File: src/hw/rtl/bmp_pixel_stream_to_rgb565_defines.svh
// assertion macros shared by the bmp to rgb565 converter files
// expects a clock named clk and a synchronous active-high reset named rst in scope
`ifndef BMP_PIXEL_STREAM_TO_RGB565_DEFINES_SVH
`define BMP_PIXEL_STREAM_TO_RGB565_DEFINES_SVH

// checked only outside reset
`define BMPRGB_ASSERT(lbl, prop, msg) \
  lbl: assert property (@(posedge clk) disable iff (rst) prop) else $error(msg);

// checked at every edge, reset included
`define BMPRGB_ASSERT_ALWAYS(lbl, prop, msg) \
  lbl: assert property (@(posedge clk) prop) else $error(msg);

`endif

File: src/hw/rtl/bmprgb_pkg.sv
// types, register codes and color helpers for the bmp to rgb565 converter
// used by every module of the block, no dependencies
`default_nettype none

package bmprgb_pkg;

  localparam int IMG_WIDTH_W = 13;

  typedef enum logic [1:0] {
    FMT_RGB555 = 2'd0,
    FMT_RGB565 = 2'd1,
    FMT_BGR24  = 2'd2,
    FMT_BGRX32 = 2'd3
  } pix_fmt_t;

  // configuration register indexes
  localparam logic CFG_PIXEL_FORMAT = 1'b0;
  localparam logic CFG_IMAGE_WIDTH  = 1'b1;

  localparam pix_fmt_t                  PIXEL_FORMAT_RST = FMT_RGB565;
  localparam logic [IMG_WIDTH_W-1:0]    IMAGE_WIDTH_RST  = 13'd320;

  localparam logic [15:0] RGB555_RED_MASK   = 16'h7C00;
  localparam logic [15:0] RGB555_GREEN_MASK = 16'h03E0;
  localparam logic [15:0] RGB555_BLUE_MASK  = 16'h001F;

  typedef struct packed {
    logic [7:0] pixel_byte;
    logic       start_of_image;
  } src_item_t;

  typedef struct packed {
    logic [15:0] pixel_rgb565;
    logic        row_end;
  } dst_item_t;

  typedef struct packed {
    pix_fmt_t                 pixel_format;
    logic [IMG_WIDTH_W-1:0]   image_width;
  } cfg_t;

  // input register contents handed to the converter
  typedef struct packed {
    logic      valid;
    src_item_t item;
  } stage_t;

  function automatic logic [15:0] from_rgb555(input logic [15:0] w);
    from_rgb555 = ((w & RGB555_RED_MASK) << 1) | ((w & RGB555_GREEN_MASK) << 1)
                | (w & RGB555_BLUE_MASK);
  endfunction

  function automatic logic [15:0] from_bgr(input logic [7:0] b, input logic [7:0] g,
                                           input logic [7:0] r);
    from_bgr = {r[7:3], g[7:2], b[7:3]};
  endfunction

endpackage

`default_nettype wire

File: src/hw/rtl/bmprgb_in_stage.sv
// input register of the bmp to rgb565 converter
// uses bmprgb_pkg and the assertion macros header
`default_nettype none

`include "bmp_pixel_stream_to_rgb565_defines.svh"

module bmprgb_in_stage (
  input  wire logic                 clk,
  input  wire logic                 rst,
  input  wire logic                 src_valid,
  output logic                      src_ready,
  input  wire bmprgb_pkg::src_item_t src_item,
  input  wire logic                 take,
  output bmprgb_pkg::stage_t        stage
);

  logic                  valid;
  bmprgb_pkg::src_item_t item;

  // refill in the same cycle the held item moves on
  assign src_ready = !valid || take;

  always_ff @(posedge clk) begin
    if (rst) begin
      valid <= 1'b0;
    end else if (src_ready) begin
      valid <= src_valid;
    end
  end

  always_ff @(posedge clk) begin
    if (src_valid && src_ready) begin
      item <= src_item;
    end
  end

  assign stage.valid = valid;
  assign stage.item  = item;

  `BMPRGB_ASSERT(a_hold_item, valid && !take |=> valid && $stable(item), "held item lost")
  `BMPRGB_ASSERT_ALWAYS(a_take_valid, take |-> valid, "take without an item")

endmodule

`default_nettype wire

File: src/hw/rtl/bmprgb_conv.sv
// byte phase / row tracking, color conversion and result register
// uses bmprgb_pkg and the assertion macros header
`default_nettype none

`include "bmp_pixel_stream_to_rgb565_defines.svh"

module bmprgb_conv #(
  parameter int MAX_WIDTH = 4096
) (
  input  wire logic                 clk,
  input  wire logic                 rst,
  input  wire bmprgb_pkg::cfg_t     cfg,
  input  wire bmprgb_pkg::stage_t   stage,
  output logic                      take,
  output logic                      dst_valid,
  input  wire logic                 dst_ready,
  output bmprgb_pkg::dst_item_t     dst_item
);

  localparam int WMAX      = (MAX_WIDTH < 8191) ? MAX_WIDTH : 8191;
  localparam int POS_LIMIT = 4 * WMAX;
  localparam int PW        = $clog2(POS_LIMIT + 1);

  logic [1:0]    byte_phase, byte_phase_next;
  logic [PW-1:0] row_byte_position, row_byte_position_next;
  logic [15:0]   held_bytes, held_bytes_next;

  logic [bmprgb_pkg::IMG_WIDTH_W-1:0] width_eff;
  logic [2:0]    bpp, ncol, ph_inc;
  logic [15:0]   vis_full, pad_full;
  logic [PW-1:0] visible, padded;
  logic [1:0]    phase0, ph;
  logic [PW-1:0] pos0;
  logic [15:0]   held0;
  logic [7:0]    pbyte;
  logic          in_row, store, emit, row_end;
  logic [PW:0]   pos_inc;
  logic [15:0]   pix;

  assign take  = stage.valid && (!dst_valid || dst_ready);
  assign pbyte = stage.item.pixel_byte;

  always_comb begin
    if (cfg.image_width == '0) begin
      width_eff = bmprgb_pkg::IMG_WIDTH_W'(1);
    end else if (32'(cfg.image_width) > MAX_WIDTH) begin
      width_eff = bmprgb_pkg::IMG_WIDTH_W'(WMAX);
    end else begin
      width_eff = cfg.image_width;
    end
  end

  always_comb begin
    unique case (cfg.pixel_format) inside
      bmprgb_pkg::FMT_RGB555, bmprgb_pkg::FMT_RGB565: begin
        bpp      = 3'd2;
        ncol     = 3'd2;
        vis_full = {2'b00, width_eff, 1'b0};
      end
      bmprgb_pkg::FMT_BGR24: begin
        bpp      = 3'd3;
        ncol     = 3'd3;
        vis_full = {2'b00, width_eff, 1'b0} + {3'b000, width_eff};
      end
      default: begin
        bpp      = 3'd4;
        ncol     = 3'd3;
        vis_full = {1'b0, width_eff, 2'b00};
      end
    endcase
  end

  // rows are padded up to a multiple of four bytes
  assign pad_full = (vis_full + 16'd3) & ~16'd3;
  assign visible  = PW'(vis_full);
  assign padded   = PW'(pad_full);

  // start of image clears the row state ahead of this byte
  assign phase0 = stage.item.start_of_image ? 2'd0 : byte_phase;
  assign pos0   = stage.item.start_of_image ? '0 : row_byte_position;
  assign held0  = stage.item.start_of_image ? 16'd0 : held_bytes;

  assign ph     = ({1'b0, phase0} >= bpp) ? 2'd0 : phase0;
  assign ph_inc = {1'b0, ph} + 3'd1;
  assign in_row = pos0 < visible;
  assign store  = in_row && (ph_inc < ncol);
  assign emit   = in_row && (ph_inc == ncol);
  assign row_end = ({1'b0, pos0} + (PW+1)'(bpp - {1'b0, ph})) == {1'b0, visible};

  always_comb begin
    case (cfg.pixel_format)
      bmprgb_pkg::FMT_RGB555: pix = bmprgb_pkg::from_rgb555({pbyte, held0[7:0]});
      bmprgb_pkg::FMT_RGB565: pix = {pbyte, held0[7:0]};
      default:                pix = bmprgb_pkg::from_bgr(held0[7:0], held0[15:8], pbyte);
    endcase
  end

  always_comb begin
    held_bytes_next = held0;
    if (store) begin
      held_bytes_next = (ph == 2'd0) ? {8'h00, pbyte} : {pbyte, held0[7:0]};
    end
    if (!in_row || ph_inc >= bpp) begin
      byte_phase_next = 2'd0;
    end else begin
      byte_phase_next = ph_inc[1:0];
    end
    pos_inc = {1'b0, pos0} + (PW+1)'(1);
    row_byte_position_next = (pos_inc >= {1'b0, padded}) ? '0 : pos_inc[PW-1:0];
  end

  always_ff @(posedge clk) begin
    if (rst) begin
      byte_phase        <= 2'd0;
      row_byte_position <= '0;
      held_bytes        <= 16'd0;
      dst_valid         <= 1'b0;
    end else begin
      if (take) begin
        byte_phase        <= byte_phase_next;
        row_byte_position <= row_byte_position_next;
        held_bytes        <= held_bytes_next;
        dst_valid         <= emit;
      end else if (dst_ready) begin
        dst_valid <= 1'b0;
      end
    end
  end

  always_ff @(posedge clk) begin
    if (take && emit) begin
      dst_item.pixel_rgb565 <= pix;
      dst_item.row_end      <= row_end;
    end
  end

  `BMPRGB_ASSERT(a_pos_bound, 32'(row_byte_position) < POS_LIMIT, "row position out of range")
  `BMPRGB_ASSERT(a_held_low, byte_phase == 2'd1 |-> held_bytes[15:8] == 8'h00,
                 "stale high byte at second phase")
  `BMPRGB_ASSERT(a_new_result, dst_valid && !$past(dst_valid && !dst_ready) |-> $past(take),
                 "result without an item")

endmodule

`default_nettype wire

File: src/hw/rtl/bmp_pixel_stream_to_rgb565.sv
// top level of the bmp pixel stream to rgb565 converter
// uses bmprgb_pkg, bmprgb_in_stage and bmprgb_conv
//
//   channel | handshake              | payload
//   src     | src_valid / src_ready  | src_item  (pixel_byte, start_of_image)
//   dst     | dst_valid / dst_ready  | dst_item  (pixel_rgb565, row_end)
//   cfg     | cfg_valid / cfg_ready  | cfg_index, cfg_data
//
// one byte per cycle sustained while dst does not stall; a pixel passes from its last color byte
// through the input register and then the result register around the converter
// synchronous reset clears row state and loads pixel_format 1, image_width 320
// a stalled dst holds the result and backs up src once the input register is full
// cfg writes are always taken
`default_nettype none

module bmp_pixel_stream_to_rgb565 #(
  parameter int MAX_WIDTH = 4096
) (
  input  wire logic                          clk,
  input  wire logic                          rst,
  input  wire logic                          src_valid,
  output logic                               src_ready,
  input  wire bmprgb_pkg::src_item_t         src_item,
  output logic                               dst_valid,
  input  wire logic                          dst_ready,
  output bmprgb_pkg::dst_item_t              dst_item,
  input  wire logic                          cfg_valid,
  output logic                               cfg_ready,
  input  wire logic                          cfg_index,
  input  wire logic [bmprgb_pkg::IMG_WIDTH_W-1:0] cfg_data
);

  bmprgb_pkg::cfg_t   cfg;
  bmprgb_pkg::stage_t stage;
  logic               take;

  assign cfg_ready = 1'b1;

  always_ff @(posedge clk) begin
    if (rst) begin
      cfg.pixel_format <= bmprgb_pkg::PIXEL_FORMAT_RST;
      cfg.image_width  <= bmprgb_pkg::IMAGE_WIDTH_RST;
    end else if (cfg_valid) begin
      unique case (cfg_index)
        bmprgb_pkg::CFG_PIXEL_FORMAT: cfg.pixel_format <= bmprgb_pkg::pix_fmt_t'(cfg_data[1:0]);
        bmprgb_pkg::CFG_IMAGE_WIDTH:  cfg.image_width  <= cfg_data;
        default: ;
      endcase
    end
  end

  bmprgb_in_stage u_in_stage (
    .clk       (clk),
    .rst       (rst),
    .src_valid (src_valid),
    .src_ready (src_ready),
    .src_item  (src_item),
    .take      (take),
    .stage     (stage)
  );

  bmprgb_conv #(
    .MAX_WIDTH (MAX_WIDTH)
  ) u_conv (
    .clk       (clk),
    .rst       (rst),
    .cfg       (cfg),
    .stage     (stage),
    .take      (take),
    .dst_valid (dst_valid),
    .dst_ready (dst_ready),
    .dst_item  (dst_item)
  );

endmodule

`default_nettype wire
File: config.mk
export PLATFORM = sky130hd
export DESIGN_NAME = bmp_pixel_stream_to_rgb565
export DESIGN_NICKNAME = d
export VERILOG_FILES = /design/src/hw/rtl/bmprgb_pkg.sv /design/src/hw/rtl/bmprgb_in_stage.sv /design/src/hw/rtl/bmprgb_conv.sv /design/src/hw/rtl/bmp_pixel_stream_to_rgb565.sv
export VERILOG_INCLUDE_DIRS = /design/src /design/src/hw/rtl
export SDC_FILE = /design/constraint.sdc
export NUM_CORES = 1
export LEC_CHECK = 0
export BUFFER_PORTS_ARGS = -buffer_cell sky130_fd_sc_hd__buf_4
export CORE_AREA = 2 2 107 109
export CTS_BUF_LIST = sky130_fd_sc_hd__clkbuf_8 sky130_fd_sc_hd__clkbuf_16
export CTS_CLUSTER_SIZE = 16
export DETAILED_ROUTE_END_ITERATION = 10
export DIE_AREA = 0 0 109 111
export PLACE_DENSITY = 0.78
export SYNTH_ARGS = -nofsm -noshare
export SYNTH_HDL_FRONTEND = slang
export SYNTH_HIERARCHICAL = 1
export SYNTH_SLANG_ARGS = --single-unit
File: constraint.sdc
create_clock -name clk -period 6.95 [get_ports clk]
set_input_delay 0.695 -clock clk [delete_from_list [all_inputs] [get_ports clk]]
set_output_delay 0.695 -clock clk [all_outputs]
set_load 0.1 [all_outputs]
* Word-level counts from Yosys, hierarchy flattened *
Cells that the tools add are included.

word-level totals
  bits in registers = 74
  output and inout port bits = 20
  word-level logic and storage cells = 64
  bits of input ports = 28

operators by class
  equality and inequality tests = 4
  order comparisons = 6
  multiplexer cells = 16
  $add $sub $neg = 6
  bitwise operators = 3
  reduce and logical (&&, ||, !) cells = 18

operator list
  kind                     count
  $mux W16                 3
  $pmux W16 S2             1
  $mux W15                 2
  $pmux W15 S2             1
  $mux W13                 2
  $add A15 B1 Y16 const B  1
  $add A15 B16 Y16         1
  $eq A16 B15 Y1           1
  $ge A16 B15 Y1           1
  $or A16 B11 Y16          1
  $or A16 B5 Y16           1
  $add A14 B13 Y15         1
  $add A15 B2 Y15 const B  1
  $lt A15 B15 Y1           1
  $gt A13 B13 Y1 const B   1
  $logic_not A13 Y1        1
  $mux W2                  3
  $pmux W3 S2              1
  $logic_and A1 B1 Y1      5
  $logic_not A2 Y1         2
  $reduce_and A2 Y1        2
  $sub A3 B2 Y4            1
  $add A2 B1 Y3 const B    1
  $eq A3 B2 Y1             1
  11 further kinds         17

* Depth between registers and ports, before layout *
  depth after elaboration = 9
  mapped depth = 22

* Hierarchy *
The synthesis kept the hierarchy.

by module, submodules not included
  module                      instances  area an instance (µm²)  cells each
  bmprgb_conv                 1          5475.3                  641
  bmp_pixel_stream_to_rgb565  1          636.9                   67
  bmprgb_in_stage             1          332.8                   15

* Worst setup path before layout *
OpenSTA, ideal clock, no wires.

  kind = register to register
  start point = register u_in_stage.item, in the netlist u_in_stage/stage[0]
  end point = register u_conv/dst_item[0] (netlist name)
  period minus slack after synthesis = 5.096 ns
  stages on the path, launching flop included = 22
  library setup time = 0.134 ns
  path slack = 1.854 ns
  buffers on the path = 2
  data arrival time = 4.963 ns
  path through = edfxtp_1 clkbuf_1 buf_1 nor2b_1 ha_1 nor2b_1 o21ai_0 o21ai_0 nor2_1 ha_1 fa_1 inv_1 fa_1 a211o_1 o21ai_0 xnor2_1 mux2_2 or4_1 nor4_1 o2111ai_1 nor4_1 and4_1

on the way
  word-level cells in the longest chain between the ends = 6

ends and longest elaborated chain
  item                    RTL line               RTL
  start, declared         bmprgb_in_stage.sv:18  bmprgb_pkg::src_item_t item;
  start signal, assigned  bmprgb_in_stage.sv:33  item <= src_item;
  $mux W2                 bmprgb_conv.sv:79      assign phase0 = stage.item.start_of_image ? 2'd0 : byte_phase;
  $ge A2 B3 Y1            bmprgb_conv.sv:83      assign ph = ({1'b0, phase0} >= bpp) ? 2'd0 : phase0;
  $mux W2                 bmprgb_conv.sv:83
  $sub A3 B2 Y4           bmprgb_conv.sv:88      assign row_end = ({1'b0, pos0} + (PW+1)'(bpp - {1'b0, ph})) == {1'b0, visible};
  $add A15 B16 Y16 *      bmprgb_conv.sv:88
  $eq A16 B15 Y1 *        bmprgb_conv.sv:88
  via u_conv.row_end      bmprgb_conv.sv:36      logic in_row, store, emit, row_end;

Mark *: on every way through the listed nets, which the timed path passes. The rest lies on a longest branch.
A chain may end at the register's enable or synchronous reset.

* Worst setup path in the final report *
  start point = register cfg[13] (netlist name)
  end point = register u_conv/dst_item[0] (netlist name)

on the way
  word-level cells in the longest chain between the ends = 8

ends and longest elaborated chain
  item                                                                      RTL line           RTL
  $eq A2 B1 Y1 (no source line) / $logic_not A2 Y1 (equally long branches)  -
  $reduce_or A2 Y1                                                          bmprgb_conv.sv:54  unique case (cfg.pixel_format) inside
  $pmux W3 S2                                                               bmprgb_conv.sv:54
  $ge A2 B3 Y1                                                              bmprgb_conv.sv:83
  $mux W2                                                                   bmprgb_conv.sv:83
  $sub A3 B2 Y4                                                             bmprgb_conv.sv:88
  $add A15 B16 Y16                                                          bmprgb_conv.sv:88
  $eq A16 B15 Y1 *                                                          bmprgb_conv.sv:88
  via u_conv.row_end                                                        bmprgb_conv.sv:36

Marks and branches as above.

==> results.txt <==
run status: complete, no violations
Post-CTS Hold Buffers: 0
CORE AREA: 0.0111 mm^2
DP HPWL: 12700 um
Arr. time, crit path: 6.31 ns
row count: 39
f_max: 164 MHz
asr flop ratio synth: 0%
clk_lat worst skew: 0.34 ns
Mean Syn Cell Area: 8.91 um^2
CP required: 7.15 ns
highest fanout seen on the critical path: 12
area share of xor/xnor cells in the synthesized design: 6.52%
Clock Power Share: 40.0%
grt total ovfl: 0
Min-Delay Path Class: flop to flop
Max Cap Viol: 0
height of the die: 111 um
prevailing post-synth register cell: dfxtp_1
initial antenna violation count: 0
Starting Density: 58.2%
Area contributors post-synth: dfxtp_1 15%, ha_1 13%, edfxtp_1 12%, mux2i_1 4.3%, xnor2_1 4.1%
pin count of the biggest net entering global routing: 41
Post-CTS Repair Setup Buffers: 0
Initial DRT Pass Iterations: 5
Slew Viols, Final: 0
Tightest Pin Transition: 1.02 ns
register share of total power: 40.7%
Logic pwr share: 19.3%
Startpoint Class: flop
DRC violations left: 0
drt first-iter violations: 444
met3 usage: 4.53%
IO Count: 48
clock tree buffer depth: 2
Sw Pwr: 345 uW
CTS buffer count: 9
fraction of the mapped netlist area in simple logic gates: 20.1%
first-pass GRT wire length: 27500 um
post-synth net total: 818
hold path depth: 2
final setup TNS: 0 ns
Via Count: 5728
Most Crowded Layer GR: met2
Die ar.: 0.0121 mm^2
root buf cell: clkbuf_16
Post-synth EDFFs: 26
GR Util met1: 39.2%
Pwr Density: 165 mW/mm^2
Final GP Congestion: 0.966
Final Hold Vio Count: 0
RSZ-0062 raised after global routing: no
Internal Pwr Total: 838 uW
Static Leak: 3.07 nW
reg2reg path depth: 20
Yosys top cell area share: 14.9%
CP Capture Type: flop
sequential area share after synthesis: 27.0%
switching part of the total power: 29.2%
Clock transition at path regs: 0.06 ns
GRT Total Usage: 28.7%
vias per std cell: 6.35
Synth warnings: 6
crit-path cells: nand2_1 > clkinv_1 > ha_1 > o21ai_0 > o211ai_1 > inv_1 > ha_1 > inv_1 > o21ai_0 > inv_1 > ha_1 > a211o_1 > o21ai_0 > xnor2_1 > mux2_2 > or4_1 > nor4_1 > o2111ai_1 > nor4_1 > and4_1
synthesized flop and latch total: 74
Nets: 849
reg-to-reg slack, setup: 0.84 ns
Worst Clk Skew: 0.00532 ns
setup violators final: 0
period utilization: 87.9%
I/O Buffers: 46
fillcell total: 923
Crit-path slowest cell: or4_1
H-tree depth: 3
Adder-Cell Fraction of Synth Area: 13.2%
Sink Count: 74
Power, Total: 1.18 mW
met2 Use GR: 46.1%
share of layout cells above drive strength 1: 13.7%
Mapped Area: 0.00644 mm^2
Worst Setup Path Type: flop to flop
Die Width: 109 um
Cell variety after synth: 83
Routed WL: 16800 um
CTS tree: built
area delta synth->final: 11.3%
Synth area leader: dfxtp_1
Slew headroom: 31.7%
Resized cells post-CTS: 0
Max rail drop VDD: 0.000120 V
largest family of logic cells by synthesized area: compound AO/OA/AOI/OAI gates
Syn Inst Count: 723
post-synthesis mux area share: 5.92%
Crit path largest cell delay: 0.46 ns
post-layout minimum cycle time: 6.11 ns
Compound-Gate Fraction of Synth Area: 23.4%
vias in the first global route: 5473
ANT cells: 0
final antenna-violating net count: 0
mean routed wirelength per cell: 18.6 um
## path summary, 6_finish.rpt
path                                       endpoint                               from
setup / recovery       u_conv/dst_item[0]$_DFFE_PP_               cfg[13]$_SDFFE_PP1P_
hold / removal    u_conv/held_bytes[2]$_SDFFE_PP0P_  u_conv/held_bytes[2]$_SDFFE_PP0P_
setup reg to reg       u_conv/dst_item[0]$_DFFE_PP_               cfg[13]$_SDFFE_PP1P_
hold reg to reg   u_conv/held_bytes[2]$_SDFFE_PP0P_  u_conv/held_bytes[2]$_SDFFE_PP0P_
## power by group through the flow
stage | sequential, mW | combinational [mW] | clock (mW)
detailed placement | 0.490 | 0.223 | 0
floorplan | 0.485 | 0.170 | 0
global placement | 0.489 | 0.218 | 0
global route | 0.483 | 0.250 | 0.503
finish | 0.481 | 0.229 | 0.473
CTS | 0.481 | 0.225 | 0.478
## logic make-up (layout without fill, tap and decap cells)
kind of cell	Yosys count	after routing
AO/OA/AOI/OAI	204	204
XOR/XNOR	48	48
adder cells (fa/ha/maj)	67	67
buffers and inverters	58	94
flip-flops	74	74
multiplexers	37	37
other	1	1
AND/OR/NAND/NOR	234	234
## per-stage QoR
| step | cell area [um^2] | util, % | hold WS, ns | worst slack [ns] | std cells |
|---|---|---|---|---|---|
| finish | 7170 | 64.7 | 0.461 | 0.841 | 902 |
| global route | 7170 | 64.7 | 0.479 | 0.262 | 902 |
| CTS | 7170 | 64.7 | 0.460 | 0.985 | 902 |
| detailed placement | 6870 | 62.0 | 0.452 | 1.02 | 886 |
| global placement | 6870 | 62.0 | 0.445 | 1.23 | 886 |
| floorplan | 6440 | - | 0.432 | 1.85 | 723 |
## placed cells by master, fill, tap and decap left out, types with 4 or more instances in the layout
master     instances
a211o_1           10
a211oi_1           4
a21bo_1           10
a21boi_0           4
a21o_1             9
a21oi_1           40
a22o_1            22
a22oi_1            4
a31o_2             5
a31oi_1            5
and2_1             4
and3_1             9
buf_4             52
clkbuf_16          9
dfxtp_1           48
edfxtp_1          26
ha_1              65
inv_1             24
mux2_2             9
mux2i_1           28
nand2_1           50
nand2b_1          27
nand3_1           21
nand4_1            8
nor2_1            50
nor2b_1           28
nor3_1             4
nor4_1             4
o2111ai_1          4
o211ai_1           5
o21a_1            12
o21ai_0           24
o22ai_1            8
or2_2              5
or3_1              5
xnor2_1           30
xor2_1            18
## cell type report
type	count	area, um^2	share of cell area (%)
tap	143	179	2.50
clock inverter	7	76.3	1.06
multi-input combinational	591	4460	62.2
timing repair buffer	52	390	5.44
inverter	26	97.6	1.36
sequential	74	1740	24.3
clock buffer	9	225	3.14
## flip-flops by register name (all words and copies together), names as in the netlist
register and count:
cfg 15, u_in_stage/valid 1, u_conv/dst_valid 1, u_in_stage/stage 9, u_conv/dst_item 17, u_conv/byte_phase 2
u_conv/row_byte_position 15, u_conv/held_bytes 14
## cells in the mapped netlist, drive strengths merged (4+ instances only)
cell,number
or3,5
nor2b,28
a21oi,41
clkbuf,18
o21a,12
xnor2,30
nor4,7
a22o,22
a211o,10
nor3,5
nor2,50
nand4,8
or2,5
a31oi,6
nand2b,28
a21bo,11
o2111ai,4
a22oi,4
a211oi,5
and3,9
and2,5
a31o,5
buf,14
edfxtp,26
mux2i,28
dfxtp,48
inv,25
mux2,9
o22ai,8
nand2,51
a21o,9
a311oi,4
a21boi,5
o211ai,5
xor2,18
o21ai,25
nand3,21
ha,65
## worst max-delay path: cells and delay by family (launching register included)
family                   cells  cell delay (ns)
adder cells (fa/ha/maj)      3             0.86
XOR/XNOR                     1             0.23
multiplexers                 1             0.37
buffers and inverters        4             0.99
AND/OR/NAND/NOR              5             1.63
flip-flops                   1             0.43
AO/OA/AOI/OAI                6             1.43
## routing by layer
layer	share of wire (%)	up-vias	routed length, um
met2	47	215	7840
met4	2.7	0	450
li1	-	2752	-
met5	0	-	0
met1	45	2722	7580
met3	5.5	39	916
(Power assumes the default switching activity.)
